$ cat src/rtl/chd_pkg.sv
package chd_pkg;

  // Code table geometry.
  localparam int unsigned NUM_LENGTHS      = 16;
  localparam int unsigned LEN_IDX_W        = 4;
  localparam int unsigned PLEN_W           = 5;
  localparam int unsigned CODE_W           = 16;
  localparam int unsigned MAX_CODE_LENGTH  = 16;
  localparam int unsigned COUNT_W          = 8;
  localparam int unsigned CFG_W            = 64;
  localparam int unsigned SYM_W            = 8;
  localparam int unsigned FIRST_W          = 17;
  localparam int unsigned OFFSET_W         = 12;
  localparam int unsigned NEXT_CODE_W      = 25;
  localparam int unsigned SPACE_W          = 21;
  localparam int unsigned TERM_W           = 24;
  localparam int unsigned IDX_W            = 13;
  localparam int unsigned DEF_SYMBOL_DEPTH = 256;

  localparam logic [SPACE_W-1:0] SPACE_FULL = 21'd65536;
  localparam logic [SPACE_W-1:0] SPACE_SAT  = 21'h1FFFFF;

  // Commands carried by an input item.
  typedef enum logic [1:0] {
    CMD_CLEAR  = 2'd0,
    CMD_LOAD   = 2'd1,
    CMD_DECODE = 2'd2
  } cmd_e;

  // Status codes carried by a result item.
  typedef enum logic [2:0] {
    ST_NEED_MORE = 3'd0,
    ST_DONE      = 3'd1,
    ST_INVALID   = 3'd2,
    ST_BAD_TABLE = 3'd3,
    ST_STORED    = 3'd4,
    ST_FULL      = 3'd5
  } status_e;

  // Configuration register indexes.
  typedef enum logic {
    CFG_COUNTS_SHORT = 1'b0,
    CFG_COUNTS_LONG  = 1'b1
  } cfg_idx_e;

  typedef struct packed {
    logic [1:0]       command;
    logic [SYM_W-1:0] symbol_byte;
    logic             code_bit;
  } in_item_t;

  typedef struct packed {
    logic [2:0]       status;
    logic [SYM_W-1:0] symbol;
  } out_item_t;

  // Table state seen by the decode datapath.
  typedef struct packed {
    logic                busy;
    logic                done;
    logic [SPACE_W-1:0]  used_space;
    logic [OFFSET_W-1:0] total;
  } tbl_info_t;

  // Number of codes of a given length; zero outside lengths 1 to 16.
  function automatic logic [COUNT_W-1:0] count_of_length(input logic [CFG_W-1:0] cnt_short,
                                                         input logic [CFG_W-1:0] cnt_long,
                                                         input logic [PLEN_W-1:0] len);
    logic [2*CFG_W-1:0]   all_counts;
    logic [LEN_IDX_W-1:0] k;
    all_counts = {cnt_long, cnt_short};
    k = LEN_IDX_W'(len - 5'd1);
    if (len == 5'd0 || len > 5'd16) begin
      return '0;
    end
    return all_counts[{k, 3'b000} +: COUNT_W];
  endfunction

endpackage

$ cat src/rtl/chd_ram.sv
module chd_ram #(
  parameter int unsigned WIDTH = 8,
  parameter int unsigned DEPTH = 256
) (
  input  logic                     clk_i,
  input  logic                     we_i,
  input  logic [$clog2(DEPTH)-1:0] waddr_i,
  input  logic [WIDTH-1:0]         wdata_i,
  input  logic                     re_i,
  input  logic [$clog2(DEPTH)-1:0] raddr_i,
  output logic [WIDTH-1:0]         rdata_o
);

  logic [WIDTH-1:0] mem_q [DEPTH];
  logic [WIDTH-1:0] rdata_q;

  // Write port.
  always_ff @(posedge clk_i) begin
    if (we_i) begin
      mem_q[waddr_i] <= wdata_i;
    end
  end

  // Registered read port; the data holds until the next read.
  always_ff @(posedge clk_i) begin
    if (re_i) begin
      rdata_q <= mem_q[raddr_i];
    end
  end

  assign rdata_o = rdata_q;

endmodule

$ cat src/rtl/chd_table.sv
module chd_table (
  input  logic                                clk_i,
  input  logic                                rst_ni,
  input  logic                                cfg_we_i,
  input  logic                                cfg_idx_i,
  input  logic [chd_pkg::CFG_W-1:0]           cfg_data_i,
  input  logic                                clear_start_i,
  input  logic                                clear_ack_i,
  input  logic [chd_pkg::PLEN_W-1:0]          look_len_i,
  output logic [chd_pkg::COUNT_W-1:0]         look_count_o,
  output logic [chd_pkg::FIRST_W-1:0]         look_first_o,
  output logic [chd_pkg::OFFSET_W-1:0]        look_offset_o,
  output chd_pkg::tbl_info_t                  info_o
);
  import chd_pkg::*;

  localparam logic [LEN_IDX_W-1:0] LAST_STEP = LEN_IDX_W'(NUM_LENGTHS - 1);

  logic [CFG_W-1:0]       cnt_short_q, cnt_long_q;
  logic [FIRST_W-1:0]     first_q [NUM_LENGTHS];
  logic [OFFSET_W-1:0]    off_q   [NUM_LENGTHS];
  logic                   busy_q;
  logic [LEN_IDX_W-1:0]   step_q;
  logic [NEXT_CODE_W-1:0] code_q, code_d, code_sum;
  logic [OFFSET_W-1:0]    offset_q, offset_d;
  logic [SPACE_W-1:0]     space_q, space_d;
  logic [PLEN_W-1:0]      step_len;
  logic [COUNT_W-1:0]     step_n;
  logic [TERM_W-1:0]      term, space_sum;
  logic                   step_en;
  logic [LEN_IDX_W-1:0]   look_idx;

  // Configuration registers.
  always_ff @(posedge clk_i or negedge rst_ni) begin
    if (!rst_ni) begin
      cnt_short_q <= '0;
      cnt_long_q  <= '0;
    end else if (cfg_we_i) begin
      unique case (cfg_idx_e'(cfg_idx_i))
        CFG_COUNTS_SHORT: cnt_short_q <= cfg_data_i;
        CFG_COUNTS_LONG:  cnt_long_q  <= cfg_data_i;
        default: ;
      endcase
    end
  end

  // One length per sweep step: first code, store offset and code space.
  always_comb begin
    step_len  = PLEN_W'(step_q) + 5'd1;
    step_n    = count_of_length(cnt_short_q, cnt_long_q, step_len);
    term      = TERM_W'(step_n) << (5'd16 - step_len);
    space_sum = TERM_W'(space_q) + term;
    if (step_len <= PLEN_W'(MAX_CODE_LENGTH)) begin
      space_d = (space_sum > TERM_W'(SPACE_SAT)) ? SPACE_SAT : space_sum[SPACE_W-1:0];
    end else if (step_n != '0) begin
      space_d = SPACE_SAT;
    end else begin
      space_d = space_q;
    end
    offset_d = offset_q + OFFSET_W'(step_n);
    code_sum = code_q + NEXT_CODE_W'(step_n);
    code_d   = {code_sum[NEXT_CODE_W-2:0], 1'b0};
    // The last step waits until the result slot is free.
    step_en  = busy_q && (step_q != LAST_STEP || clear_ack_i);
  end

  // Sweep sequencer and per-length tables.
  always_ff @(posedge clk_i or negedge rst_ni) begin
    if (!rst_ni) begin
      busy_q   <= 1'b0;
      step_q   <= '0;
      code_q   <= '0;
      offset_q <= '0;
      space_q  <= '0;
      for (int i = 0; i < NUM_LENGTHS; i++) begin
        first_q[i] <= '0;
        off_q[i]   <= '0;
      end
    end else if (clear_start_i) begin
      busy_q   <= 1'b1;
      step_q   <= '0;
      code_q   <= '0;
      offset_q <= '0;
      space_q  <= '0;
    end else if (step_en) begin
      first_q[step_q] <= code_q[FIRST_W-1:0];
      off_q[step_q]   <= offset_q;
      code_q          <= code_d;
      offset_q        <= offset_d;
      space_q         <= space_d;
      if (step_q == LAST_STEP) begin
        busy_q <= 1'b0;
      end else begin
        step_q <= step_q + 4'd1;
      end
    end
  end

  // Lookup for the decode datapath, by prefix length.
  assign look_idx      = LEN_IDX_W'(look_len_i - 5'd1);
  assign look_count_o  = count_of_length(cnt_short_q, cnt_long_q, look_len_i);
  assign look_first_o  = first_q[look_idx];
  assign look_offset_o = off_q[look_idx];

  // The offset accumulator ends as the total code count.
  assign info_o.busy       = busy_q;
  assign info_o.done       = step_en && step_q == LAST_STEP;
  assign info_o.used_space = space_q;
  assign info_o.total      = offset_q;

endmodule

$ cat src/rtl/canonical_huffman_bit_decoder.sv
// Channel   Direction  Signals                                   Item
// input     in         in_valid_i, in_stall_o, in_item_i         command, symbol_byte, code_bit
// output    out        out_valid_o, out_stall_i, out_item_o      status, symbol
// config    in         cfg_we_i, cfg_idx_i, cfg_data_i           code counts per length
//
// Load and decode items are taken one per cycle unless the input stalls; each
// result passes through the result slot and the output register, its symbol from the
// store's registered read. A clear item holds the input while the code lengths are
// swept, one per cycle but the last waits for a free result slot; its result follows.
// Reset is asynchronous and needs no clearing pass; the symbol store is not reset.
// With the output stalled, one more item is taken and held before the input stalls.
module canonical_huffman_bit_decoder #(
  parameter int unsigned SYMBOL_DEPTH = chd_pkg::DEF_SYMBOL_DEPTH
) (
  input  logic                      clk_i,
  input  logic                      rst_ni,
  input  logic                      cfg_we_i,
  input  logic                      cfg_idx_i,
  input  logic [chd_pkg::CFG_W-1:0] cfg_data_i,
  input  logic                      in_valid_i,
  output logic                      in_stall_o,
  input  chd_pkg::in_item_t         in_item_i,
  output logic                      out_valid_o,
  input  logic                      out_stall_i,
  output chd_pkg::out_item_t        out_item_o
);
  import chd_pkg::*;

  localparam int unsigned ADDR_W = $clog2(SYMBOL_DEPTH);
  localparam int unsigned LOAD_W = $clog2(SYMBOL_DEPTH + 1);

  tbl_info_t           tbl_info;
  logic [COUNT_W-1:0]  look_count;
  logic [FIRST_W-1:0]  look_first;
  logic [OFFSET_W-1:0] look_offset;

  logic [LOAD_W-1:0]   loaded_q, loaded_d;
  logic [CODE_W-1:0]   prefix_q, prefix_d;
  logic [PLEN_W-1:0]   plen_q, plen_d;
  logic                s1_valid_q, s1_valid_d;
  status_e             s1_status_q, status_d;
  logic                s1_use_sym_q, use_sym_d;
  logic                out_valid_q;
  out_item_t           out_item_q;

  logic                in_accept, s1_adv, s1_load, clear_start, clear_ack;
  logic                wr_en, rd_en;
  logic [CODE_W-1:0]   pc_next;
  logic [PLEN_W-1:0]   plen_inc;
  logic [FIRST_W-1:0]  diff, aligned;
  logic [IDX_W-1:0]    sym_idx;
  logic                bad_table, hit, in_range, invalid;
  logic [SYM_W-1:0]    rd_data;

  // Handshake: the result slot moves when the output register is free or taken.
  assign s1_adv    = !out_valid_q || !out_stall_i;
  assign in_stall_o = tbl_info.busy || (s1_valid_q && !s1_adv);
  assign in_accept = in_valid_i && !in_stall_o;
  assign clear_ack = !s1_valid_q || s1_adv;

  chd_table u_table (
    .clk_i         (clk_i),
    .rst_ni        (rst_ni),
    .cfg_we_i      (cfg_we_i),
    .cfg_idx_i     (cfg_idx_i),
    .cfg_data_i    (cfg_data_i),
    .clear_start_i (clear_start),
    .clear_ack_i   (clear_ack),
    .look_len_i    (plen_inc),
    .look_count_o  (look_count),
    .look_first_o  (look_first),
    .look_offset_o (look_offset),
    .info_o        (tbl_info)
  );

  // Decode datapath: extend the prefix by one bit and test it against its length.
  always_comb begin
    pc_next   = {prefix_q[CODE_W-2:0], in_item_i.code_bit};
    plen_inc  = (plen_q == 5'd16) ? 5'd16 : plen_q + 5'd1;
    diff      = FIRST_W'(pc_next) - look_first;
    hit       = look_count != '0 && FIRST_W'(pc_next) >= look_first &&
                diff < FIRST_W'(look_count);
    sym_idx   = IDX_W'(look_offset) + IDX_W'(diff[COUNT_W-1:0]);
    in_range  = sym_idx < IDX_W'(loaded_q);
    aligned   = FIRST_W'(pc_next) << (5'd16 - plen_inc);
    invalid   = SPACE_W'(aligned) >= tbl_info.used_space ||
                plen_inc >= PLEN_W'(MAX_CODE_LENGTH);
    bad_table = IDX_W'(tbl_info.total) != IDX_W'(loaded_q) ||
                tbl_info.used_space > SPACE_FULL;
  end

  // Command handling.
  always_comb begin
    status_d    = ST_NEED_MORE;
    use_sym_d   = 1'b0;
    wr_en       = 1'b0;
    rd_en       = 1'b0;
    clear_start = 1'b0;
    loaded_d    = loaded_q;
    prefix_d    = prefix_q;
    plen_d      = plen_q;
    if (in_accept) begin
      unique case (cmd_e'(in_item_i.command))
        CMD_CLEAR: begin
          clear_start = 1'b1;
          loaded_d    = '0;
          prefix_d    = '0;
          plen_d      = '0;
        end
        CMD_LOAD: begin
          if (loaded_q < LOAD_W'(SYMBOL_DEPTH)) begin
            wr_en    = 1'b1;
            loaded_d = loaded_q + 1'b1;
            status_d = ST_STORED;
          end else begin
            status_d = ST_FULL;
          end
        end
        CMD_DECODE: begin
          if (bad_table) begin
            status_d = ST_BAD_TABLE;
            prefix_d = '0;
            plen_d   = '0;
          end else if (hit) begin
            status_d  = ST_DONE;
            rd_en     = in_range;
            use_sym_d = in_range;
            prefix_d  = '0;
            plen_d    = '0;
          end else if (invalid) begin
            status_d = ST_INVALID;
            prefix_d = '0;
            plen_d   = '0;
          end else begin
            prefix_d = pc_next;
            plen_d   = plen_inc;
          end
        end
        default: ;
      endcase
    end
  end

  // The result slot takes the result of every non-clear item, or the clear result after the sweep.
  always_comb begin
    s1_load = (in_accept && in_item_i.command != CMD_CLEAR) || tbl_info.done;
    if (s1_load) begin
      s1_valid_d = 1'b1;
    end else if (s1_adv) begin
      s1_valid_d = 1'b0;
    end else begin
      s1_valid_d = s1_valid_q;
    end
  end

  chd_ram #(
    .WIDTH (SYM_W),
    .DEPTH (SYMBOL_DEPTH)
  ) u_store (
    .clk_i   (clk_i),
    .we_i    (wr_en),
    .waddr_i (loaded_q[ADDR_W-1:0]),
    .wdata_i (in_item_i.symbol_byte),
    .re_i    (rd_en),
    .raddr_i (sym_idx[ADDR_W-1:0]),
    .rdata_o (rd_data)
  );

  // Decoder state and result slot control.
  always_ff @(posedge clk_i or negedge rst_ni) begin
    if (!rst_ni) begin
      loaded_q    <= '0;
      prefix_q    <= '0;
      plen_q      <= '0;
      s1_valid_q  <= 1'b0;
      out_valid_q <= 1'b0;
    end else begin
      loaded_q   <= loaded_d;
      prefix_q   <= prefix_d;
      plen_q     <= plen_d;
      s1_valid_q <= s1_valid_d;
      if (s1_adv) begin
        out_valid_q <= s1_valid_q;
      end
    end
  end

  // Result slot payload.
  always_ff @(posedge clk_i) begin
    if (s1_load) begin
      s1_status_q  <= in_accept ? status_d : ST_NEED_MORE;
      s1_use_sym_q <= in_accept && use_sym_d;
    end
  end

  // Output register; the symbol comes from the store's read register.
  always_ff @(posedge clk_i) begin
    if (s1_adv && s1_valid_q) begin
      out_item_q.status <= s1_status_q;
      out_item_q.symbol <= s1_use_sym_q ? rd_data : '0;
    end
  end

  assign out_valid_o = out_valid_q;
  assign out_item_o  = out_item_q;

endmodule

$ cat config.mk
export PLATFORM = sky130hd
export DESIGN_NAME = canonical_huffman_bit_decoder
export DESIGN_NICKNAME = d
export VERILOG_FILES = /design/src/rtl/chd_pkg.sv /design/src/rtl/chd_ram.sv /design/src/rtl/chd_table.sv /design/src/rtl/canonical_huffman_bit_decoder.sv
export SDC_FILE = /design/constraint.sdc
export NUM_CORES = 2
export LEC_CHECK = 0
export BUFFER_PORTS_ARGS = -buffer_cell sky130_fd_sc_hd__buf_4
export CORE_MARGIN = 3
export CORE_UTILIZATION = 46
export DETAILED_ROUTE_END_ITERATION = 6
export HOLD_SLACK_MARGIN = 0.12
export PLACE_DENSITY = 0.72
export SLEW_MARGIN = 20
export SYNTH_ARGS = -nofsm -noshare
export SYNTH_HDL_FRONTEND = slang
export SYNTH_SLANG_ARGS = --single-unit
$ cat constraint.sdc
create_clock -name clk_i -period 29.7 [get_ports clk_i]
set_clock_uncertainty 0.15 [all_clocks]
set_input_delay 2.97 -clock clk_i [delete_from_list [all_inputs] [get_ports clk_i]]
set_output_delay 2.97 -clock clk_i [all_outputs]
set_load 0.005 [all_outputs]
==> flow_metrics.py <==
metrics = {
    "critical_path": {
        "cp_slowest_stage_delay_ns": 0.82,
        "crit_buf_inv": 8,
        "rrSetupSlack_ns": 19.64,
        "worst-path-max-fanout": 58,
        "endpoint_kind": "flop",
        "cp.required_ns": 30.21,
        "cpLargestDelayFamily": "buffers and inverters",
        "reg2reg_to": "u_store.rdata_o[4]",
        "path_cells": "inv_1 > ha_1 > nand3b_1 > o21a_4 > inv_4 > ha_1 > inv_6 > buf_4 > mux4_2 > mux4_2 > inv_1 > ha_1 > xnor2_1 > ha_1 > xnor2_2 > buf_4 > buf_4 > buf_4 > mux4_2 > nand2_1 > a31oi_1 > a211oi_1 > a21oi_1",
        "r2r_cells": 23,
        "reg2reg_from": "plen_q[0]",
        "cp_slowest_cell": "buf_4",
        "critPathArrivalTime_ns": 10.57,
        "worstSetupPathType": "reg -> reg",
        "start_kind": "flop",
    },
    "clock_tree": {
        "postCtsSetupBuffers": 0,
        "clk_pin_slew_ns": 0.06,
        "cts_buffer_depth": 4,
        "cts_root_buffer": "clkbuf_16",
        "cts_tree": "done",
        "cts-htree-levels": 5,
        "clk_latency_ns": 0.89,
        "cts_buffers": 286,
        "cts_resized": 0,
        "cts.sinks": 2732,
        "cts_hold_buf": 0,
    },
    "placed_design": {
        "pre_cts_ws_ns": 19.55,
        "portBuffers": 93,
        "place_area_sq_um": 120000,
        "dp.final_hpwl_mm": 166,
        "gp_congestion": 0.862,
    },
    "worst_hold_path": {
        "hold_path_end": "out_item_o[9]",
        "min_path_cells": 0,
        "hold_start": "s1_status_q[1]",
        "hold_path.class": "reg -> reg",
    },
    "sta": {
        "setup_ws_ns": 19.64,
        "worstMarginPinSlew_ns": 1.24,
        "grt_setup_unrepaired": "false",
        "fmax_mhz": 99.4,
        "period_needed_ns": 10.06,
        "finalHoldViolations": 0,
        "finalSetupViolCount": 0,
        "fin_crit_sh": 0.339,
        "slew_headroom": 0.171,
        "report.final.slew_viol_count": 0,
        "fin_tns_setup_ns": 0,
    },
    "power_and_ir_drop": {
        "p_per_area_nw_per_um2": 119,
        "p_leak_nw": 44.4,
        "peakVddDrop_mv": 0.158,
    },
    "logic_synthesis": {
        "syn-instance-count": 6095,
        "yosys.area.top_type": "edfxtp_1",
        "synthTopCellsByCount": "2071 x edfxtp_1, 846 x mux4_2, 661 x dfrtp_1",
        "synth_area_leaders": "edfxtp_1 54%, mux4_2 17%, dfrtp_1 14%, mux2_2 5.5%, ha_1 1.2%",
        "synth_warnings": 0,
        "synth_nets": 6290,
        "yosysUniqueCellTypes": 83,
        "yosysTopAreaCellShare": 0.539,
        "syn_area_sq_um": 115000,
        "synth_edf_count": 2071,
        "syn_avg_cell_area_sq_um": 18.9,
        "seq_area_frac_synth": 0.683,
        "synth_seq_cells": 2732,
        "yosysMostFrequentCell": "edfxtp_1",
        "async_reset_ff_frac": 0.242,
        "ys.flop_type": "edfxtp_1",
    },
    "floorplanning": {
        "die_h_microns": 507,
        "die_width_microns": 507,
        "die_area_sq_um": 257000,
        "start_util": 0.463,
        "ioPinCount": 94,
        "core_area_sq_um": 249000,
        "rows": 183,
    },
    "global_routing": {
        "globalRouteOverflowTotal": 0,
        "first_global_vias": 61000,
        "grt_max_degree": 176,
        "track_usage": 0.219,
        "antenna_found_initial": 6,
        "grt_pass1_wl_mm": 419,
    },
    "layout": {
        "syn2layout_area_growth_pct": 11.5,
        "final_nets": 6379,
        "fill_cells": 19600,
        "drive_gt1_frac": 0.321,
        "design_area_sq_um": 129000,
    },
    "drt": {
        "drtIter0Drc": 6951,
        "drc_errors": 7,
        "drtPass1Iterations": 7,
        "wl_per_cell_microns": 29.0,
        "antenna_left": 0,
        "viasPerCell": 6.16,
        "routed-via-count": 59900,
        "routed_wl_mm": 281,
    },
    "status": {
        "status": "finished, violations left",
        "violations": "design-rule violations",
    },
    "job": {
        "maxCapViolCount": 0,
    },
}
## final cells by class
cell class | count | area (sq um) | share of cell area
Multi-Input combinational cell | 2880 | 35000 | 0.272
Timing Repair Buffer | 194 | 1620 | 0.0126
Clock inverter | 116 | 897 | 0.00698
Tap cell | 3330 | 4170 | 0.0324
Antenna cell | 3 | 7.51 | 0.0000584
Inverter | 90 | 345 | 0.00269
Clock buffer | 373 | 7780 | 0.0605
Sequential cell | 2732 | 78700 | 0.612
## layout by cell type, fill, tap and decap left out, types with 66 or more instances in the layout
cell type     n
clkbuf_16   294
mux2i_1      97
inv_1        86
nor2_1      345
ha_1        108
mux2_2      560
nand3_1      71
a21oi_1      78
buf_4       175
mux4_2      846
nand2_1     151
edfxtp_1   2071
dfrtp_1     660
o21ai_0      82
clkbuf_1     66
## worst max path at each step
stage | endpoint | depth (start not counted) | startpoint
2_1_floorplan | s1_use_sym_q | 31 | plen_q[0]
4_1_cts | u_store.rdata_o[4] | 23 | plen_q[0]
6_report | u_store.rdata_o[4] | 23 | plen_q[0]
5_1_grt | u_store.rdata_o[4] | 23 | plen_q[0]
3_3_place_gp | u_store.rdata_o[4] | 23 | plen_q[0]
3_5_place_dp | u_store.rdata_o[4] | 23 | plen_q[0]
## registers in the layout, summed over array words and instances, names as in the netlist, 8 cells and up
name                 flops
u_table.cnt_short_q     64
u_store.rdata_o          8
loaded_q                 9
prefix_q                15
u_store.mem_q         2048
u_table.code_q          16
u_table.offset_q        12
u_table.cnt_long_q      64
u_table.off_q          192
u_table.first_q        256
out_item_o              11
u_table.space_q         21
## where the power goes
part | internal [mW] | switching [mW]
sequential | 4.49 | 0.297
clock | 1.96 | 1.42
combinational | 3.16 | 3.93
## metal layers
| metal | track usage | share of wire | routed length [microns] |
|---|---|---|---|
| met5 | 0 | 0.000046 | 13 |
| met1 | 0.309 | 0.40 | 113000 |
| met3 | 0.0375 | 0.075 | 21100 |
| met2 | 0.349 | 0.49 | 138000 |
| met4 | 0.0707 | 0.034 | 9440 |
## worst reg2reg max path, stage by stage, from the launching register on
cell and delay (ns):
dfrtp_1 0.40, inv_1 0.09, ha_1 0.20, nand3b_1 0.13
o21a_4 0.54, inv_4 0.26, ha_1 0.67, inv_6 0.56
buf_4 0.83, mux4_2 0.44, mux4_2 0.50, inv_1 0.08
ha_1 0.26, xnor2_1 0.45, ha_1 0.38, xnor2_2 0.14
buf_4 0.65, buf_4 0.63, buf_4 0.85, mux4_2 0.67
nand2_1 0.10, a31oi_1 0.16, a211oi_1 0.62, a21oi_1 0.09
## logic make-up (layout without fill, tap and decap cells)
group | Yosys count | count (layout) | share of synthesized area
XOR/XNOR | 77 | 77 | 0.00598
buffers and inverters | 483 | 773 | 0.0162
multiplexers | 1503 | 1503 | 0.228
AO/OA/AOI/OAI | 391 | 391 | 0.0233
adder cells (fa/ha/maj) | 114 | 114 | 0.0126
flip-flops | 2732 | 2732 | 0.683
AND/OR/NAND/NOR | 795 | 795 | 0.0309
other | 0 | 3 | 0
## metrics by stage
step / total power, mW / utilization / hold slack, ns / cells
6_report: 15.3 / 0.516 / 0.264 / 9718
5_1_grt: 15.9 / 0.516 / 0.276 / 9715
4_1_cts: 15.3 / 0.516 / 0.270 / 9714
3_5_place_dp: 11.9 / 0.481 / 0.256 / 9225
3_3_place_gp: 11.8 / 0.481 / 0.260 / 9225
2_1_floorplan: 9.62 / - / 0.250 / 6095
Note: power is estimated with default switching activity, not from simulation.
